[config.mk]
export PLATFORM = sky130hd
export DESIGN_NAME = bsc_temp
export DESIGN_NICKNAME = d
export VERILOG_FILES = /design/src/design/bsc_pkg.sv /design/src/design/bsc_div.sv /design/src/design/bsc_temp.sv
export SDC_FILE = /design/constraint.sdc
export NUM_CORES = 2
export LEC_CHECK = 0
export ABC_AREA = 1
export BUFFER_PORTS_ARGS = -buffer_cell sky130_fd_sc_hd__buf_2
export CORE_UTILIZATION = 51
export CTS_CLUSTER_SIZE = 25
export DETAILED_ROUTE_END_ITERATION = 10
export GPL_TIMING_DRIVEN = 0
export PLACE_DENSITY = 0.82
export SYNTH_ARGS = -nofsm -noshare
export SYNTH_HDL_FRONTEND = slang
export SYNTH_SLANG_ARGS = --single-unit
export TNS_END_PERCENT = 20
[constraint.sdc]
create_clock -name clock -period 6.3 [get_ports clock]
set_clock_uncertainty 0.15 [all_clocks]
set_input_delay 0 -clock clock [delete_from_list [all_inputs] [get_ports clock]]
set_output_delay 0 -clock clock [all_outputs]
set_load 0.05 [all_outputs]
[src/design/bsc_pkg.sv]
`timescale 1ns / 1ps
// Types and constants shared by the barometric compensation pipeline.
package bsc_pkg;

   localparam int CSR_IDX_W  = 3;
   localparam int CSR_DATA_W = 32;

   localparam logic [CSR_IDX_W-1:0] CSR_AC1    = 3'd0;
   localparam logic [CSR_IDX_W-1:0] CSR_AC2    = 3'd1;
   localparam logic [CSR_IDX_W-1:0] CSR_AC3    = 3'd2;
   localparam logic [CSR_IDX_W-1:0] CSR_AC4    = 3'd3;
   localparam logic [CSR_IDX_W-1:0] CSR_AC5    = 3'd4;
   localparam logic [CSR_IDX_W-1:0] CSR_AC6    = 3'd5;
   localparam logic [CSR_IDX_W-1:0] CSR_B1_B2  = 3'd6;
   localparam logic [CSR_IDX_W-1:0] CSR_MC_MD  = 3'd7;

   localparam logic [15:0] RST_AC1   = 16'd408;
   localparam logic [15:0] RST_AC2   = 16'hFFB8;
   localparam logic [15:0] RST_AC3   = 16'hC7D1;
   localparam logic [15:0] RST_AC4   = 16'd32741;
   localparam logic [15:0] RST_AC5   = 16'd32757;
   localparam logic [15:0] RST_AC6   = 16'd23153;
   localparam logic [31:0] RST_B1_B2 = 32'd405667844;
   localparam logic [31:0] RST_MC_MD = 32'd3725921076;

   localparam int B6_OFS   = 4000;
   localparam int B4_OFS   = 32768;
   localparam int B7_SCALE = 50000;
   localparam int P_C1     = 3038;
   localparam int P_C2     = -7357;
   localparam int P_C3     = 3791;
   localparam int PRESS_MAX = 262143;

   localparam int TDIV_NW = 27;
   localparam int TDIV_DW = 18;
   localparam int PDIV_NW = 32;
   localparam int PDIV_DW = 32;

   typedef struct packed {
      logic signed [15:0] ac1;
      logic signed [15:0] ac2;
      logic signed [15:0] ac3;
      logic [15:0]        ac4;
      logic [15:0]        ac5;
      logic [15:0]        ac6;
      logic signed [15:0] b1;
      logic signed [15:0] b2;
      logic signed [15:0] mc;
      logic signed [15:0] md;
   } cal_type;

   typedef struct packed {
      logic signed [15:0] temp;
      logic signed [29:0] b6;
      logic               dz;
      logic [23:0]        up;
      logic [1:0]         oss;
   } tmp_item_type;

   typedef struct packed {
      logic signed [15:0] temp;
      logic [17:0]        press;
      logic               status;
   } rsp_type;

endpackage

[src/design/bsc_div.sv]
`timescale 1ns / 1ps
// Pipelined restoring unsigned divider, one quotient bit per stage.
module bsc_div #(
   parameter int NW = 32,
   parameter int DW = 32,
   parameter int SW = 1
) (
   input  logic          clock,
   input  logic          reset,
   input  logic          en,
   input  logic          in_valid,
   input  logic [NW-1:0] in_num,
   input  logic [DW-1:0] in_den,
   input  logic [SW-1:0] in_side,
   output logic          out_valid,
   output logic [NW-1:0] out_quo,
   output logic [SW-1:0] out_side
);

   logic          valid_ff [NW];
   logic [DW-1:0] rem_ff   [NW];
   logic [NW-1:0] nq_ff    [NW];
   logic [DW-1:0] den_ff   [NW];
   logic [SW-1:0] side_ff  [NW];

   for (genvar g = 0; g < NW; g++) begin : g_step
      logic          valid_src;
      logic [DW-1:0] rem_src;
      logic [NW-1:0] nq_src;
      logic [DW-1:0] den_src;
      logic [SW-1:0] side_src;
      logic [DW:0]   trial;
      logic [DW:0]   diff;
      logic          fits;
      logic [DW-1:0] rem_in;
      logic [NW-1:0] nq_in;

      if (g == 0) begin : g_head
         assign valid_src = in_valid;
         assign rem_src   = '0;
         assign nq_src    = in_num;
         assign den_src   = in_den;
         assign side_src  = in_side;
      end else begin : g_body
         assign valid_src = valid_ff[g-1];
         assign rem_src   = rem_ff[g-1];
         assign nq_src    = nq_ff[g-1];
         assign den_src   = den_ff[g-1];
         assign side_src  = side_ff[g-1];
      end

      always_comb begin
         trial  = {rem_src, nq_src[NW-1]};
         diff   = trial - {1'b0, den_src};
         fits   = trial >= {1'b0, den_src};
         rem_in = fits ? diff[DW-1:0] : trial[DW-1:0];
         nq_in  = {nq_src[NW-2:0], fits};
      end

      always_ff @(posedge clock) begin
         if (reset) begin
            valid_ff[g] <= 1'b0;
         end else if (en) begin
            valid_ff[g] <= valid_src;
         end
      end

      always_ff @(posedge clock) begin
         if (en) begin
            rem_ff[g]  <= rem_in;
            nq_ff[g]   <= nq_in;
            den_ff[g]  <= den_src;
            side_ff[g] <= side_src;
         end
      end
   end

   assign out_valid = valid_ff[NW-1];
   assign out_quo   = nq_ff[NW-1];
   assign out_side  = side_ff[NW-1];

endmodule

[src/design/bsc_temp.sv]
`timescale 1ns / 1ps
// Temperature compensation stages: B5, temperature and B6.
module bsc_temp (
   input  logic                  clock,
   input  logic                  reset,
   input  logic                  en,
   input  logic                  in_valid,
   input  logic [15:0]           ut_word,
   input  logic [23:0]           raw_press,
   input  logic [1:0]            oss_mode,
   input  bsc_pkg::cal_type      cal,
   output logic                  out_valid,
   output bsc_pkg::tmp_item_type out_item
);

   localparam int SIDE_W = 47;

   // stage 1
   logic signed [16:0] diff1;
   logic signed [16:0] ac5s;
   logic signed [33:0] prod1_in, prod1_ff;
   logic [23:0]        up1_in, up1_ff;
   logic [1:0]         oss1_ff;
   logic               v1_ff;

   // stage 2
   logic signed [18:0] x1_in, x1_ff;
   logic signed [18:0] div_in, div_ff;
   logic [23:0]        up2_ff;
   logic [1:0]         oss2_ff;
   logic               v2_ff;

   // divider feed
   logic [18:0]                  dmag;
   logic [15:0]                  mcabs;
   logic [bsc_pkg::TDIV_NW-1:0]  dnum;
   logic [bsc_pkg::TDIV_DW-1:0]  dden;
   logic [SIDE_W-1:0]            dside;
   logic                         dq_valid;
   logic [bsc_pkg::TDIV_NW-1:0]  dq;
   logic [SIDE_W-1:0]            dq_side;

   // after divider
   logic               q_neg;
   logic               q_dz;
   logic signed [18:0] q_x1;
   logic [23:0]        q_up;
   logic [1:0]         q_oss;
   logic signed [27:0] x2;
   logic signed [28:0] b5_in, b5_ff;
   logic               dz3_ff;
   logic [23:0]        up3_ff;
   logic [1:0]         oss3_ff;
   logic               v3_ff;

   logic signed [29:0] tsum;
   logic signed [29:0] tval;
   logic signed [15:0] tsat;
   bsc_pkg::tmp_item_type item_in, item_ff;
   logic               v4_ff;

   always_comb begin
      diff1    = $signed({1'b0, ut_word}) - $signed({1'b0, cal.ac6});
      ac5s     = $signed({1'b0, cal.ac5});
      prod1_in = diff1 * ac5s;
      up1_in   = raw_press >> (4'd8 - {2'b00, oss_mode});
   end

   always_comb begin
      x1_in  = 19'(prod1_ff >>> 15);
      div_in = x1_in + 19'(cal.md);
   end

   always_comb begin
      dmag  = div_ff[18] ? 19'(-div_ff) : div_ff;
      mcabs = cal.mc[15] ? 16'(-cal.mc) : cal.mc;
      dnum  = {mcabs, 11'b0};
      dden  = dmag[bsc_pkg::TDIV_DW-1:0];
      dside = {cal.mc[15] ^ div_ff[18], div_ff == 19'sd0, x1_ff, up2_ff, oss2_ff};
   end

   bsc_div #(
      .NW(bsc_pkg::TDIV_NW),
      .DW(bsc_pkg::TDIV_DW),
      .SW(SIDE_W)
   ) u_div (
      .clock    (clock),
      .reset    (reset),
      .en       (en),
      .in_valid (v2_ff),
      .in_num   (dnum),
      .in_den   (dden),
      .in_side  (dside),
      .out_valid(dq_valid),
      .out_quo  (dq),
      .out_side (dq_side)
   );

   always_comb begin
      {q_neg, q_dz, q_x1, q_up, q_oss} = dq_side;
      x2    = q_neg ? -$signed({1'b0, dq}) : $signed({1'b0, dq});
      b5_in = 29'(q_x1) + 29'(x2);
   end

   always_comb begin
      tsum = 30'(b5_ff) + 30'sd8;
      tval = tsum >>> 4;
      if (tval > 30'sd32767) begin
         tsat = 16'sh7FFF;
      end else if (tval < -30'sd32768) begin
         tsat = -16'sh8000;
      end else begin
         tsat = tval[15:0];
      end
      item_in.temp = tsat;
      item_in.b6   = 30'(b5_ff) - 30'(bsc_pkg::B6_OFS);
      item_in.dz   = dz3_ff;
      item_in.up   = up3_ff;
      item_in.oss  = oss3_ff;
   end

   always_ff @(posedge clock) begin
      if (reset) begin
         v1_ff <= 1'b0;
         v2_ff <= 1'b0;
         v3_ff <= 1'b0;
         v4_ff <= 1'b0;
      end else if (en) begin
         v1_ff <= in_valid;
         v2_ff <= v1_ff;
         v3_ff <= dq_valid;
         v4_ff <= v3_ff;
      end
   end

   always_ff @(posedge clock) begin
      if (en) begin
         prod1_ff <= prod1_in;
         up1_ff   <= up1_in;
         oss1_ff  <= oss_mode;
         x1_ff    <= x1_in;
         div_ff   <= div_in;
         up2_ff   <= up1_ff;
         oss2_ff  <= oss1_ff;
         b5_ff    <= b5_in;
         dz3_ff   <= q_dz;
         up3_ff   <= q_up;
         oss3_ff  <= q_oss;
         item_ff  <= item_in;
      end
   end

   assign out_valid = v4_ff;
   assign out_item  = item_ff;

endmodule

==> metrics <==
status complete, but fails checks; failing checks DRC; CORE AREA 266000 µm²; met3 Usage GRT 0.0291; Worst slew margin 0.186; final setup vio count 0; Seq/Total Area, Yosys 0.653; Initial DRC Count 7359; Worst-Skew Late Latency 910 ps; Mapped Area 137000 µm²; first-pass GRT wire length 440 mm; mean number of vias per cell 5.32; WL final 284 mm; die height 520 µm; initial antenna violation count 3; filler instances 20900; kind of critical path in2reg; placed cell area 143000 µm²; Critical Path End Type flop; HPWL after DPL 200 mm; Final min period 6130 ps; Die ar. 270000 µm²; Syn. warnings 0; GR met1 Demand/Resource 0.278; met2 usage 0.348; post-route ant nets 0; clock tree buffer depth 4; Non-Filler Instances 15500; final hold violations 0; CP arrival 6610 ps; hold crit path type in2reg; ys flop type edfxtp_1; via count 82500; setup slack, reg-to-reg 2020 ps; max-slew violations 0; routability congestion estimate from global placement 0.940; busiest layer in global routing met2; Port Buffer Count 174; cts bufs inserted 302; largest net degree at the start of global routing 186; DR DRC count 2; worst slew pin tran 1210 ps; max cap viols 0; Mapped Avg Cell Area 12.4 µm²; die width 520 µm; clock root cell clkbuf_16; post-route cell area 155000 µm²; CP max FO 6; Inst Count DP 14800; RSZ-0062 raised after global routing true; clock slew at reported path FFs 60 ps; 1st-pass router iterations 10; WL/cell 18.3 µm; Worst EP required 6770 ps; Starting Density 0.514; Synth Instances 11100; Area Overhead vs Synth 13.4%; clk sinks 2972; Remaining Overflow, GRT 0; Synth Register Bits 2972; Synth async-reset ratio 0; startpoint types input port; # IOs 280; layout cell share with drive strength beyond 1 0.0775; fin nets 12900; Global Route Usage Sum 0.207; Rows 189; Synth cell types 55; Post-synth EDFFs 2968; vias in the first global route 80900; Tcrit/Tclk final 0.974; H-tree lvl count 5; CTS tree built; Max Fclk 0.163 GHz
## state kept, by name, indices dropped and copies added, names as in the netlist, 2 cells and up
register / count
u_div.side_ff: 1269
u_div.nq_ff: 498
u_div.den_ff: 468
u_div.rem_ff: 468
out_item: 73
b5_ff: 29
u_div.valid_ff: 27
up1_ff: 24
up2_ff: 24
up3_ff: 24
div_ff: 19
prod1_ff: 19
x1_ff: 19
oss1_ff: 2
oss2_ff: 2
oss3_ff: 2
## cell usage after synthesis, drive strengths merged, types with 4 or more instances
master / n / area, µm²
a21oi: 985 / 4930
nand4: 132 / 826
nand3b: 22 / 165
o21bai: 64 / 480
dfxtp: 4 / 80.1
nor3b: 8 / 60.1
xnor2: 222 / 1940
a21boi: 46 / 345
inv: 1509 / 5660
edfxtp: 2968 / 89100
nand2: 1481 / 5570
or2: 13 / 81.3
nand3: 438 / 2210
nor3: 70 / 355
nor2: 1109 / 4190
a21o: 81 / 608
nor4: 62 / 388
clkinv: 9 / 33.8
o21a: 4 / 30.0
ha: 623 / 7790
xor2: 240 / 2100
a31oi: 20 / 125
clkbuf: 50 / 188
mux2i: 5 / 50.1
a211oi: 20 / 150
o31ai: 10 / 75.1
o21ai: 412 / 2070
buf: 79 / 413
and2: 21 / 131
fa: 305 / 6110
o211ai: 27 / 203
## layout make-up
cell class	count	area, µm²	area share
clock inverters	171	1920	0.0124
inverters	1518	5720	0.0370
diodes	5	12.5	0.0000808
clock buffers	367	7920	0.0511
well taps	3533	4420	0.0285
plain buffers	128	623	0.00402
flip-flops and latches	2972	89200	0.576
multi-input cells	6437	41900	0.270
repair buffers	380	3200	0.0207
## per-layer routing
layer | share of wire | routed length [µm] | vias to the layer above
li1 | - | - | 39800
met3 | 0.058 | 16400 | 578
met2 | 0.48 | 136000 | 2464
met5 | 0 | 0 | -
met4 | 0.034 | 9550 | 0
met1 | 0.43 | 122000 | 39700
## critical path, cell delays in order
cell and delay [ps]:
buf_2 100, ha_1 340, a21oi_1 220, o21ai_1 120, a31o_2 300, a21oi_4 290
xor2_4 280, nor2_1 100, fa_1 540, inv_1 50, fa_1 500, fa_1 520
inv_1 50, fa_1 460, fa_1 540, inv_1 50, fa_1 530, inv_1 40
ha_1 360, nand2_2 220, a21oi_1 70, nor2_1 270, nand3_4 170, and3_4 230
o21ai_0 150, nand2_1 90
## worst paths after layout
kind                                                      start                         endpoint  cells after the start
worst min register to register  u_div.side_ff[0][416]$_DFFE_PP_  u_div.side_ff[0][463]$_DFFE_PP_                      0
worst max-delay path                                 ut_word[4]           prod1_ff[33]$_DFFE_PP_                     26
worst max register to register    u_div.nq_ff[1][272]$_DFFE_PP_              b5_ff[24]$_DFFE_PP_                     17
worst min-delay path                              raw_press[23]         up1_ff[18]$_SDFFCE_PP0P_                      6
## stage by stage
| step | TNS (ps) | worst slack (ps) | utilization | hold slack, ps |
|---|---|---|---|---|
| finish | 0 | 166 | 0.583 | 60.4 |
| global route | -328 | -90.9 | 0.583 | 69.4 |
| CTS | 0 | 1.61 | 0.580 | 23.8 |
| detailed placement | -23560 | -1560 | 0.537 | 75.1 |
| global placement | - | -43240 | 0.535 | 75.6 |
| floorplan | -38.1 | -13.4 | - | -51.1 |
## placed cells by master (no fill, tap or decap), drive strengths merged, types with 20 or more instances in the layout
cell            n
nand2        1481
xnor2         222
nand3b         22
clkinv        121
a21o           81
dlygate4sd3   142
nor3           70
bufinv         29
nor2         1109
and2           21
a21boi         46
o211ai         27
buf           314
xor2          240
clkbuf        419
o21bai         64
nor4           62
a21oi         985
edfxtp       2968
a211oi         20
nand4         132
inv          1521
fa            305
ha            623
o21ai         412
nand3         438
a31oi          20
## repair_timing
| action | CTS | global route |
|---|---|---|
| hold endpoints to repair | 275 | 0 |
| hold buffers | 142 | 0 |
| setup buffers | 9 | 34 |
| endpoints found under the setup margin | 18 | 18 |
| resized for setup | 33 | 111 |
| pin swaps | 6 | 34 |
| cloned | 0 | 3 |
## cells by family after synthesis
group                    share of synthesized area
AND/OR/NAND/NOR                              0.102
XOR/XNOR                                    0.0296
adder cells (fa/ha/maj)                      0.102
other                                    0.0000274
AO/OA/AOI/OAI                               0.0667
multiplexers                              0.000366
flip-flops                                   0.653
buffers and inverters                       0.0461
Power is left out: the tool's default activity adds up to more than one toggle a clock period on the data nets, which glitch-free logic cannot reach.
